**src/rtl/core/pcsm_pkg.sv**
```systemverilog
`timescale 1ns / 1ps

package pcsm_pkg;

    localparam int SLOTS     = 8;
    localparam int SLOT_W    = (SLOTS > 1) ? $clog2(SLOTS) : 1;
    localparam int FIXED_MAX = 3;
    localparam int HW_W      = 3;
    localparam int GEN_MAX   = 1 << HW_W;
    localparam int CNT_W     = 64;
    localparam int TASK_W    = 32;
    localparam int EV_W      = 16;
    localparam int CWID_W    = 7;
    localparam int CFG_W     = 7;

    localparam logic [EV_W-1:0] EV_CYCLES = 16'h003C;
    localparam logic [EV_W-1:0] EV_INSNS  = 16'h00C0;
    localparam logic [EV_W-1:0] EV_REFCYC = 16'h013C;

    typedef enum logic [1:0] {
        MODE_ALLOC,
        MODE_FREE,
        MODE_QUERY,
        MODE_ACCUM
    } t_mode;

    typedef enum logic [1:0] {
        STAT_OK,
        STAT_UNSUP,
        STAT_BUSY
    } t_status;

    typedef enum logic [1:0] {
        CFG_PMU,
        CFG_GEN,
        CFG_FIX,
        CFG_WIDTH
    } t_cfg_idx;

    typedef enum logic [2:0] {
        S_IDLE,
        S_EXEC,
        S_SCAN,
        S_ALLOC,
        S_ACC_ADD,
        S_DONE
    } t_state;

    typedef struct packed {
        logic accept;
        logic exec;
        logic scan_step;
        logic alloc;
        logic acc_add;
        logic out_load;
    } t_dp_cmd;

    typedef struct packed {
        t_mode mode;
        logic  pmu;
        logic  changed;
        logic  scan_last;
    } t_dp_stat;

    // {hit, fixed counter index}
    function automatic logic [2:0] fixed_for(input logic [EV_W-1:0] ev);
        logic [2:0] res;
        res = 3'b000;
        if (ev == EV_INSNS) begin
            res = 3'b100;
        end else if (ev == EV_CYCLES) begin
            res = 3'b101;
        end else if (ev == EV_REFCYC) begin
            res = 3'b110;
        end
        return res;
    endfunction

endpackage

```
**src/rtl/core/pcsm_ctrl.sv**
```systemverilog
`timescale 1ns / 1ps

module pcsm_ctrl
    import pcsm_pkg::*;
(
    input  logic     i_clk,
    input  logic     i_rst_n,
    input  logic     i_in_valid,
    output logic     o_in_stall,
    output logic     o_out_valid,
    input  logic     i_out_stall,
    input  t_dp_stat i_stat,
    output t_dp_cmd  o_cmd
);

    t_state r_state;
    t_state n_state;
    logic   r_out_valid;
    logic   n_out_valid;
    logic   out_free;

    assign out_free = !r_out_valid || !i_out_stall;

    always_ff @(posedge i_clk) begin
        if (!i_rst_n) begin
            r_state     <= S_IDLE;
            r_out_valid <= 1'b0;
        end else begin
            r_state     <= n_state;
            r_out_valid <= n_out_valid;
        end
    end

    always_comb begin
        n_state = r_state;
        unique case (r_state)
            S_IDLE: begin
                if (i_in_valid) begin
                    n_state = S_EXEC;
                end
            end
            S_EXEC: begin
                unique case (i_stat.mode)
                    MODE_ALLOC: n_state = i_stat.pmu ? S_SCAN : S_DONE;
                    MODE_FREE:  n_state = S_DONE;
                    MODE_QUERY: n_state = S_DONE;
                    MODE_ACCUM: begin
                        n_state = (i_stat.pmu && !i_stat.changed) ? S_ACC_ADD : S_DONE;
                    end
                endcase
            end
            S_SCAN: begin
                if (i_stat.scan_last) begin
                    n_state = S_ALLOC;
                end
            end
            S_ALLOC:   n_state = S_DONE;
            S_ACC_ADD: n_state = S_DONE;
            S_DONE: begin
                if (out_free) begin
                    n_state = S_IDLE;
                end
            end
            default:   n_state = S_IDLE;
        endcase
    end

    always_comb begin
        o_cmd           = '0;
        o_cmd.accept    = (r_state == S_IDLE) && i_in_valid;
        o_cmd.exec      = (r_state == S_EXEC);
        o_cmd.scan_step = (r_state == S_SCAN);
        o_cmd.alloc     = (r_state == S_ALLOC);
        o_cmd.acc_add   = (r_state == S_ACC_ADD);
        o_cmd.out_load  = (r_state == S_DONE) && out_free;
        o_in_stall      = (r_state != S_IDLE);
        if (o_cmd.out_load) begin
            n_out_valid = 1'b1;
        end else begin
            n_out_valid = r_out_valid && i_out_stall;
        end
    end

    assign o_out_valid = r_out_valid;

endmodule

```
**src/rtl/core/pcsm_datapath.sv**
```systemverilog
`timescale 1ns / 1ps

module pcsm_datapath
    import pcsm_pkg::*;
(
    input  logic              i_clk,
    input  logic              i_rst_n,
    input  t_dp_cmd           i_cmd,
    output t_dp_stat          o_stat,
    input  logic              i_cfg_we,
    input  logic [1:0]        i_cfg_index,
    input  logic [CFG_W-1:0]  i_cfg_data,
    input  logic [1:0]        i_mode,
    input  logic [EV_W-1:0]   i_event_select,
    input  logic [TASK_W-1:0] i_target_task,
    input  logic [2:0]        i_slot_index,
    input  logic [CNT_W-1:0]  i_counter_reading,
    input  logic [TASK_W-1:0] i_running_task,
    output logic [1:0]        o_status,
    output logic [2:0]        o_granted_slot,
    output logic [HW_W-1:0]   o_hw_counter,
    output logic              o_uses_fixed,
    output logic [CNT_W-1:0]  o_count_value,
    output logic              o_reprogram
);

    logic              r_pmu;
    logic [3:0]        r_gen;
    logic [1:0]        r_fix;
    logic [CWID_W-1:0] r_width;

    t_mode             r_mode;
    logic [EV_W-1:0]   r_ev;
    logic [TASK_W-1:0] r_target;
    logic [2:0]        r_idx;
    logic [CNT_W-1:0]  r_reading;
    logic [TASK_W-1:0] r_running;

    logic [SLOTS-1:0]  r_busy;
    logic [SLOTS-1:0]  r_live;
    logic              r_changed;
    logic [CNT_W-1:0]  r_prior   [SLOTS];
    logic [TASK_W-1:0] r_task    [SLOTS];
    logic [SLOTS-1:0]  r_is_fixed;
    logic [HW_W-1:0]   r_counter [SLOTS];
    logic [CNT_W-1:0]  r_total   [SLOTS];

    logic [SLOT_W-1:0] r_scan;
    logic [GEN_MAX-1:0] r_fix_taken;
    logic [GEN_MAX-1:0] r_gen_taken;
    logic              r_free_found;
    logic [SLOT_W-1:0] r_free_slot;

    logic [CNT_W-1:0]  r_delta;
    logic              r_credit;

    t_status           r_res_status;
    logic [2:0]        r_res_slot;
    logic [HW_W-1:0]   r_res_hw;
    logic              r_res_fixed;
    logic [CNT_W-1:0]  r_res_count;
    logic              r_res_reprog;

    t_status           r_out_status;
    logic [2:0]        r_out_slot;
    logic [HW_W-1:0]   r_out_hw;
    logic              r_out_fixed;
    logic [CNT_W-1:0]  r_out_count;
    logic              r_out_reprog;

    logic              idx_ok;
    logic [SLOT_W-1:0] idx_sel;
    logic [CNT_W-1:0]  mask;
    logic [CNT_W-1:0]  now_val;
    logic [CNT_W-1:0]  delta_c;
    logic              task_hit;
    logic              acc_ok;
    logic [2:0]        fx_code;
    logic              fx_ok;
    logic [1:0]        nfix;
    logic [3:0]        ngen;
    logic              gen_found;
    logic [HW_W-1:0]   gen_hw;
    logic [HW_W-1:0]   hw_sel;
    logic              grant;

    assign idx_ok  = (32'(r_idx) < 32'(SLOTS));
    assign idx_sel = SLOT_W'(r_idx);

    always_comb begin
        for (int b = 0; b < CNT_W; b++) begin
            mask[b] = (CWID_W'(b) < r_width);
        end
    end

    assign now_val  = r_reading & mask;
    assign delta_c  = (now_val - r_prior[idx_sel]) & mask;
    assign task_hit = (r_task[idx_sel] == '0) || (r_task[idx_sel] == r_running);
    assign acc_ok   = idx_ok && r_live[idx_sel] && r_busy[idx_sel];

    assign fx_code = fixed_for(r_ev);
    assign nfix    = (32'(r_fix) > FIXED_MAX) ? 2'(FIXED_MAX) : r_fix;
    assign fx_ok   = fx_code[2] && (fx_code[1:0] < nfix)
                     && !r_fix_taken[HW_W'(fx_code[1:0])];
    assign ngen    = (32'(r_gen) > GEN_MAX) ? 4'(GEN_MAX) : r_gen;

    always_comb begin
        gen_found = 1'b0;
        gen_hw    = '0;
        for (int h = 0; h < GEN_MAX; h++) begin
            if (!gen_found && (4'(h) < ngen) && !r_gen_taken[h]) begin
                gen_found = 1'b1;
                gen_hw    = HW_W'(h);
            end
        end
    end

    assign hw_sel = fx_ok ? HW_W'(fx_code[1:0]) : gen_hw;
    assign grant  = (fx_ok || gen_found) && r_free_found;

    assign o_stat.mode      = r_mode;
    assign o_stat.pmu       = r_pmu;
    assign o_stat.changed   = r_changed;
    assign o_stat.scan_last = (r_scan == SLOT_W'(SLOTS - 1));

    always_ff @(posedge i_clk) begin
        if (!i_rst_n) begin
            r_pmu   <= 1'b0;
            r_gen   <= 4'd4;
            r_fix   <= 2'd3;
            r_width <= 7'd48;
        end else if (i_cfg_we) begin
            unique case (t_cfg_idx'(i_cfg_index))
                CFG_PMU:   r_pmu   <= i_cfg_data[0];
                CFG_GEN:   r_gen   <= i_cfg_data[3:0];
                CFG_FIX:   r_fix   <= i_cfg_data[1:0];
                CFG_WIDTH: r_width <= i_cfg_data[CWID_W-1:0];
            endcase
        end
    end

    always_ff @(posedge i_clk) begin
        if (i_cmd.accept) begin
            r_mode    <= t_mode'(i_mode);
            r_ev      <= i_event_select;
            r_target  <= i_target_task;
            r_idx     <= i_slot_index;
            r_reading <= i_counter_reading;
            r_running <= i_running_task;
        end
    end

    always_ff @(posedge i_clk) begin
        if (!i_rst_n) begin
            r_busy    <= '0;
            r_live    <= '0;
            r_changed <= 1'b1;
            for (int i = 0; i < SLOTS; i++) begin
                r_prior[i] <= '0;
            end
        end else begin
            if (i_cmd.exec) begin
                unique case (r_mode)
                    MODE_FREE: begin
                        if (idx_ok && r_busy[idx_sel]) begin
                            r_busy[idx_sel] <= 1'b0;
                            r_changed       <= 1'b1;
                        end
                    end
                    MODE_ACCUM: begin
                        if (r_pmu) begin
                            if (r_changed) begin
                                r_live    <= r_busy;
                                r_changed <= 1'b0;
                                for (int i = 0; i < SLOTS; i++) begin
                                    if (r_busy[i]) begin
                                        r_prior[i] <= '0;
                                    end
                                end
                            end else if (acc_ok) begin
                                r_prior[idx_sel] <= now_val;
                            end
                        end
                    end
                    MODE_ALLOC, MODE_QUERY: ;
                endcase
            end
            if (i_cmd.alloc && grant) begin
                r_busy[r_free_slot] <= 1'b1;
                r_changed           <= 1'b1;
            end
        end
    end

    always_ff @(posedge i_clk) begin
        if (i_cmd.exec) begin
            r_delta  <= delta_c;
            r_credit <= r_pmu && !r_changed && acc_ok && (delta_c != '0) && task_hit;
        end
        if (i_cmd.alloc && grant) begin
            r_task[r_free_slot]     <= r_target;
            r_is_fixed[r_free_slot] <= fx_ok;
            r_counter[r_free_slot]  <= hw_sel;
            r_total[r_free_slot]    <= '0;
        end
        if (i_cmd.acc_add && r_credit) begin
            r_total[idx_sel] <= r_total[idx_sel] + r_delta;
        end
    end

    // slot walk: collects taken counters and the lowest free slot
    always_ff @(posedge i_clk) begin
        if (!i_rst_n) begin
            r_scan       <= '0;
            r_fix_taken  <= '0;
            r_gen_taken  <= '0;
            r_free_found <= 1'b0;
            r_free_slot  <= '0;
        end else if (i_cmd.exec) begin
            r_scan       <= '0;
            r_fix_taken  <= '0;
            r_gen_taken  <= '0;
            r_free_found <= 1'b0;
            r_free_slot  <= '0;
        end else if (i_cmd.scan_step) begin
            r_scan <= r_scan + 1'b1;
            if (r_busy[r_scan]) begin
                if (r_is_fixed[r_scan]) begin
                    r_fix_taken[r_counter[r_scan]] <= 1'b1;
                end else begin
                    r_gen_taken[r_counter[r_scan]] <= 1'b1;
                end
            end else if (!r_free_found) begin
                r_free_found <= 1'b1;
                r_free_slot  <= r_scan;
            end
        end
    end

    always_ff @(posedge i_clk) begin
        if (i_cmd.accept) begin
            r_res_status <= STAT_OK;
            r_res_slot   <= '0;
            r_res_hw     <= '0;
            r_res_fixed  <= 1'b0;
            r_res_count  <= '0;
            r_res_reprog <= 1'b0;
        end
        if (i_cmd.exec) begin
            unique case (r_mode)
                MODE_ALLOC: begin
                    if (!r_pmu) begin
                        r_res_status <= STAT_UNSUP;
                    end
                end
                MODE_QUERY: begin
                    r_res_count <= idx_ok ? r_total[idx_sel] : '0;
                end
                MODE_ACCUM: begin
                    if (!r_pmu) begin
                        r_res_status <= STAT_UNSUP;
                    end else if (r_changed) begin
                        r_res_reprog <= 1'b1;
                    end
                end
                MODE_FREE: ;
            endcase
        end
        if (i_cmd.alloc) begin
            if (grant) begin
                r_res_slot  <= 3'(r_free_slot);
                r_res_hw    <= hw_sel;
                r_res_fixed <= fx_ok;
            end else begin
                r_res_status <= STAT_BUSY;
            end
        end
    end

    always_ff @(posedge i_clk) begin
        if (i_cmd.out_load) begin
            r_out_status <= r_res_status;
            r_out_slot   <= r_res_slot;
            r_out_hw     <= r_res_hw;
            r_out_fixed  <= r_res_fixed;
            r_out_count  <= r_res_count;
            r_out_reprog <= r_res_reprog;
        end
    end

    assign o_status       = r_out_status;
    assign o_granted_slot = r_out_slot;
    assign o_hw_counter   = r_out_hw;
    assign o_uses_fixed   = r_out_fixed;
    assign o_count_value  = r_out_count;
    assign o_reprogram    = r_out_reprog;

endmodule

```
**src/rtl/core/perf_counter_slot_manager.sv**
```systemverilog
`timescale 1ns / 1ps

// Slot table for a performance-monitoring unit. One item is taken at a time.
// Free, query, an accumulate that reprograms and any alloc or accumulate
// without a PMU go from the execute step straight to the result. Any
// other accumulate passes through the add step before its result. An alloc
// with a PMU first walks the slot table, one slot per cycle, which finds the
// taken counters and the lowest free slot, and then tries to grant a slot.
// A result is loaded once the output register is free, and the next item
// can be taken in the cycle after the result is loaded.
// A finished result sits in the output register while the next item is
// taken in. A result that is still stalled there holds the next one back.
// Configuration writes go through the plain write port at any time the block
// is idle.

module perf_counter_slot_manager
    import pcsm_pkg::*;
(
    input  logic              i_clk,
    input  logic              i_rst_n,
    input  logic              i_cfg_we,
    input  logic [1:0]        i_cfg_index,
    input  logic [CFG_W-1:0]  i_cfg_data,
    input  logic              i_in_valid,
    output logic              o_in_stall,
    input  logic [1:0]        i_mode,
    input  logic [EV_W-1:0]   i_event_select,
    input  logic [TASK_W-1:0] i_target_task,
    input  logic              i_count_user,
    input  logic              i_count_kernel,
    input  logic [2:0]        i_slot_index,
    input  logic [CNT_W-1:0]  i_counter_reading,
    input  logic [TASK_W-1:0] i_running_task,
    output logic              o_out_valid,
    input  logic              i_out_stall,
    output logic [1:0]        o_status,
    output logic [2:0]        o_granted_slot,
    output logic [HW_W-1:0]   o_hw_counter,
    output logic              o_uses_fixed,
    output logic [CNT_W-1:0]  o_count_value,
    output logic              o_reprogram
);

    t_dp_cmd  cmd;
    t_dp_stat stat;

    pcsm_ctrl u_ctrl (
        .i_clk       (i_clk),
        .i_rst_n     (i_rst_n),
        .i_in_valid  (i_in_valid),
        .o_in_stall  (o_in_stall),
        .o_out_valid (o_out_valid),
        .i_out_stall (i_out_stall),
        .i_stat      (stat),
        .o_cmd       (cmd)
    );

    pcsm_datapath u_dp (
        .i_clk             (i_clk),
        .i_rst_n           (i_rst_n),
        .i_cmd             (cmd),
        .o_stat            (stat),
        .i_cfg_we          (i_cfg_we),
        .i_cfg_index       (i_cfg_index),
        .i_cfg_data        (i_cfg_data),
        .i_mode            (i_mode),
        .i_event_select    (i_event_select),
        .i_target_task     (i_target_task),
        .i_slot_index      (i_slot_index),
        .i_counter_reading (i_counter_reading),
        .i_running_task    (i_running_task),
        .o_status          (o_status),
        .o_granted_slot    (o_granted_slot),
        .o_hw_counter      (o_hw_counter),
        .o_uses_fixed      (o_uses_fixed),
        .o_count_value     (o_count_value),
        .o_reprogram       (o_reprogram)
    );

endmodule

```
**config.mk**
```make
export PLATFORM = sky130hd
export DESIGN_NAME = perf_counter_slot_manager
export DESIGN_NICKNAME = d
export VERILOG_FILES = /design/src/rtl/core/pcsm_pkg.sv /design/src/rtl/core/pcsm_ctrl.sv /design/src/rtl/core/pcsm_datapath.sv /design/src/rtl/core/perf_counter_slot_manager.sv
export SDC_FILE = /design/constraint.sdc
export NUM_CORES = 2
export LEC_CHECK = 0
export ABC_AREA = 0
export BUFFER_PORTS_ARGS = -buffer_cell sky130_fd_sc_hd__buf_2
export CAP_MARGIN = 40
export CORE_ASPECT_RATIO = 1.2
export CORE_MARGIN = 8
export CORE_UTILIZATION = 35
export DETAILED_ROUTE_END_ITERATION = 6
export GPL_TIMING_DRIVEN = 0
export MAX_ROUTING_LAYER = met4
export PLACE_DENSITY = 0.6
export SYNTH_ARGS = -nofsm -noshare
export SYNTH_HDL_FRONTEND = slang
export SYNTH_HIERARCHICAL = 1
export SYNTH_SLANG_ARGS = --single-unit
export TNS_END_PERCENT = 100
```
**constraint.sdc**
```tcl
create_clock -name i_clk -period 12.1 [get_ports i_clk]
set_input_delay 2.42 -clock i_clk [delete_from_list [all_inputs] [get_ports i_clk]]
set_output_delay 2.42 -clock i_clk [all_outputs]
set_load 0.005 [all_outputs]
```
# Yosys cells after proc, flatten, opt, wreduce, memory -nomap -nowiden
# Memories as Yosys holds them, arrays and structs flattened. A register that Yosys moved wholly into a read port is not among the register bits.
# Index checks and enable logic that the tools add are counted.
dict set report totals {
  ff_bits 428
  mem_bits_rw 1304
  input_bits 165
  out_inout_bits 76
  elab_cells 405
  n_memories 4
}
dict set report classes {
  add_sub_neg 3
  magnitude_cmp 82
  n_eq_ne 21
  n_mux 163
  bitwise 19
  reduce_logical 78
}
# memory words width read_ports rd_ports_with_merged_regs write_ports line
set mem_list {}
lappend mem_list {u_dp.r_prior 8 64 1 1 8 pcsm_datapath.sv:42} ;# logic [CNT_W-1:0] r_prior [SLOTS];
lappend mem_list {u_dp.r_total 8 64 1 1 1 pcsm_datapath.sv:46} ;# logic [CNT_W-1:0] r_total [SLOTS];
lappend mem_list {u_dp.r_task 8 32 1 1 1 pcsm_datapath.sv:43} ;# logic [TASK_W-1:0] r_task [SLOTS];
lappend mem_list {u_dp.r_counter 8 3 1 1 1 pcsm_datapath.sv:45} ;# logic [HW_W-1:0] r_counter [SLOTS];
# op count
set ops {}
lappend ops {{$mux W64} 13}
lappend ops {{$lt A6 B7 Y1 const A} 32}
lappend ops {{$and A64 B64 Y64} 2}
lappend ops {{$reduce_or A64 Y1} 2}
lappend ops {{$lt A5 B7 Y1 const A} 16}
lappend ops {{$mux W1} 99}
lappend ops {{$mux W3} 25}
lappend ops {{$add A64 B64 Y64} 1}
lappend ops {{$reduce_bool A64 Y1} 1}
lappend ops {{$sub A64 B64 Y64} 1}
lappend ops {{$lt A4 B7 Y1 const A} 8}
lappend ops {{$mux W8} 5}
lappend ops {{$eq A32 B32 Y1} 1}
lappend ops {{$logic_not A32 Y1} 1}
lappend ops {{$logic_and A1 B1 Y1} 31}
lappend ops {{$lt A3 B7 Y1 const A} 4}
lappend ops {{$or A8 B8 Y8} 3}
lappend ops {{$logic_not A1 Y1} 19}
lappend ops {{$eq A16 B6 Y1 const B} 1}
lappend ops {{$eq A16 B8 Y1 const B} 1}
lappend ops {{$eq A16 B9 Y1 const B} 1}
lappend ops {{$lt A3 B4 Y1 const A} 4}
lappend ops {{$lt A3 B4 Y1 const B} 4}
lappend ops {{$mux W2} 8}
lappend ops {{other kinds (37)} 83}

# Longest topological paths before layout
dict set report logic_depth {
  ltp_word 39
  depth_mapped 23
  mapped_depth_nobuf 19
}

# Modules after synthesis
# Netlist, hierarchy kept.
# module n_inst cells_per_inst area_each_um2 seq_area_each_um2
set modules_own_cells {}
lappend modules_own_cells {pcsm_datapath 1 5453 77129.0 50628.6}
lappend modules_own_cells {pcsm_ctrl 1 42 344.1 80.1}

# Worst setup path after synthesis
# OpenSTA, ideal clock, no wires.
dict set report synth_timing {
  kind {input-to-reg}
  from {in i_in_valid}
  to {reg u_dp.r_res_count[63]}
  setup_ns 0.134
  t_arrival_ns 9.882
  required_ns 11.966
  setup_slack_ns 2.084
  stages 7
  path_buffers 3
  path_cell_list {inv_1 -> nor2_1 -> clkbuf_1 -> clkbuf_1 -> clkbuf_1 -> nand3b_1 -> o21ai_0}
}
# item line
set synth_rtl {}
lappend synth_rtl {{start: declaration} perf_counter_slot_manager.sv:24} ;# input logic i_in_valid,
lappend synth_rtl {{end signal: assignment} pcsm_datapath.sv:257} ;# r_res_count <= idx_ok ? r_total[idx_sel] : '0;
lappend synth_rtl {{end: declaration} pcsm_datapath.sv:61} ;# logic [CNT_W-1:0] r_res_count;

==> run metrics <==
Max Root-Sink Buffers 3; Hold Startpoint u_dp/r_res_count[62]; worst slew pin tran about 0.94 ns; number of I/O pins about 240; Lkg Pwr slightly above 30 nW; min cycle time layout ~9.7 ns; WP depth 25; post-synthesis cell count about 5500; Mapped Avg Cell Area between 10 and 15 sq um; Worst-Skew Late Latency about 0.85 ns; commonest non-fill, non-tap cells in the layout edfxtp_1 (1600), nor2_1 (1148), mux4_2 (330), clkbuf_1 (280), buf_2 (269); FF+latch count, synth between 1500 and 2000; layout cells sized above 1 a little under a fifth; dpl hpwl between 150000 and 200000 microns; Tcrit/Tclk final 80.0%; final setup vio count 0; Slowest-stage cell, CP o21ai_0; Final ANT Viol Nets 0; Synth top area share roughly 62%; CTS tree built; Remaining Overflow, GRT 0; setup TNS 0 ns; area grow syn2layout 16.2%; antenna violations before repair 11; die area ~240000 sq um; asr flop ratio synth 0%; Port Buffer Count 238; initial cell density of the core 35.1%; All-Layer GR Usage between 10% and 20%; worst hold path type flip-flop to flip-flop; worst stage delay on the critical path ~0.7 ns; Routed WL about 230000 microns; total power draw between 15 and 20 mW; status completed; placer congestion estimate about 0.98; Max-Cap Viols 0; die width about 450 microns; clk_skew between 0.08 and 0.09 ns; first-pass GRT wire length between 300000 and 400000 microns; Core ar. ~220000 sq um; Hold Crit Depth 0; crit path kind flip-flop to flip-flop; critical path arrival around 10 ns; Nets 6323; CP endpoint kind flip-flop; Final Util approximately 41%; root buffer cell clkbuf_16; Synth Net Count slightly below 6000; H-tree levels 4; slew margin rel. around 37%; setup bufs post-CTS 0; register area between 50000 and 60000 sq um; largest net degree at the start of global routing 64; clock sink total 1733; final hold vios 0; Avg WL per Cell approximately 25 microns; Site Rows between 150 and 200; Slew Viols, Final 0; synth top area cells edfxtp_1 (62%), mux4_2 (9.6%), nor2_1 (5.6%); Max Fclk around 0.10 GHz; Pwr per Cell Area between 150 and 200 nW/um^2; Crit path top cell by count clkbuf_1; area occupied by multi-input gates between 20000 and 30000 sq um; cell count of the worst reg-to-reg path 25; WHS slightly above 0.4 ns; DR iter-0 viols 4359; DRT Pass-1 Iters 6; post-detailed-route via-to-cell ratio around 5.3; total CTS buffers between 150 and 200; Remaining DRCs 0; Worst Path Buf+Inv 10; Synth cell types between 90 and 100; worst-path fanout max 10; Post-synth top flop edfxtp_1; Yosys warning count 6; number of global-route vias before repair between 40000 and 50000; post-cts repair resize count 0; CTS Hold Bufs 0; CTS clk-pin slew, worst paths roughly 0.060 ns; number of synthesized flops with an enable pin 1600; CP Launch Type flip-flop; required time worst endpoint 12.56 ns; layout filler cell count between 20000 and 25000; Netlist Area Pre-Place between 70000 and 80000 sq um; kind of cell adding the most delay to the critical path buffers and inverters; dominant cell type by area after synthesis edfxtp_1; Die Ht 531 microns; via count 48300; peak supply drop between 0.1 and 0.15 mV; unrepaired setup endpoints after global routing no; register area share after synthesis 65.5%; commonest non-fill, non-tap cell in the layout edfxtp_1
## where the power goes
part	total (mW)	internal (mW)	switching [mW]
Sequential	6.92	6.78	0.141
Combinational	3.30	1.16	2.14
Clock	5.49	3.13	2.36
## cell type report
cell class	count	area share [%]
Timing Repair Buffer	350	3.14
Sequential cell	1733	56.3
Antenna cell	12	0.0333
Clock inverter	99	1.29
Tap cell	2960	4.11
Buffer	317	1.40
Multi-Input combinational cell	3323	28.0
Clock buffer	229	5.18
Inverter	122	0.508
## registers in the layout (all words and copies together) (netlist names), 4 cells and up, named ones only
signal,cells
u_dp/r_delta,64
u_dp/r_ev,16
u_dp/r_target,32
u_dp/r_is_fixed,8
u_dp/r_width,7
u_dp/r_gen,4
u_dp/o_count_value,64
u_dp/r_total,512
u_dp/r_gen_taken,8
u_dp/r_running,32
u_dp/r_busy,8
u_dp/r_task,256
u_dp/r_reading,64
u_dp/r_prior,512
u_dp/r_live,8
u_dp/r_counter,24
u_dp/r_res_count,64
## metal layers
layer	wire, microns	global-route usage [%]	share of wire (%)
met1	89700	23.1	39
met2	116000	32.9	50
met3	13900	2.91	6.0
met4	11600	8.62	5.0
met5	0	-	0
## final timing paths
kind / end / slack, ns
worst max-delay path: u_dp/r_credit / 2.42
worst min-delay path: u_dp/o_count_value[62] / 0.41
worst max register to register: u_dp/r_credit / 2.42
worst min register to register: u_dp/o_count_value[62] / 0.41
## cells by family (layout without fill, tap and decap cells)
logic type | count (synthesis) | in the layout | share of synthesized area [%]
and+or+nand+nor | 1856 | 1856 | 10.4
adders and majority gates | 136 | 136 | 2.22
DFF | 1733 | 1733 | 65.5
xor gates and xnor gates | 140 | 140 | 1.60
other | 0 | 12 | 0
buffers and inverters | 439 | 1117 | 2.22
muxes | 584 | 584 | 13.1
AOI/OAI and AO/OA | 607 | 607 | 4.97
## stage by stage
step / cell area [sq um] / setup WS, ns / std cells
finish: 90100 / 2.42 / 9145
floorplan: 77500 / 2.08 / 5495
CTS: 90000 / 2.71 / 9133
global route: 90000 / 2.47 / 9141
global placement: 82400 / -4.17 / 8693
detailed placement: 84200 / 2.79 / 8805
## synth_stat cells, types with 59 or more instances
cell type	count
nor2_1	1149
a21o_1	66
mux2i_1	122
edfxtp_1	1600
ha_1	134
nor2b_1	103
dfxtp_1	133
nand2_1	259
mux4_2	330
o21ai_0	107
a21oi_1	202
clkbuf_1	233
mux2_2	131
inv_1	122
nand3_1	59
xnor2_1	100
## worst register-to-register path, stage by stage, from the launching register on
cell	delay (ns)
dfxtp_1	0.32
clkbuf_1	0.33
buf_1	0.56
clkbuf_1	0.37
buf_6	0.22
buf_1	0.32
buf_6	0.24
clkbuf_1	0.44
buf_8	0.24
clkbuf_1	0.68
mux4_2	0.44
mux2i_1	0.25
ha_1	0.28
buf_2	0.17
a211oi_1	0.22
o21bai_1	0.15
o21ai_0	0.72
o21ai_0	0.35
a21oi_1	0.24
xnor2_1	0.22
a2111oi_0	0.46
nand4_1	0.26
nor4_1	0.62
nand4_1	0.40
nor4_1	0.52
a41oi_1	0.28
Note: power is estimated with default switching activity, not from simulation.
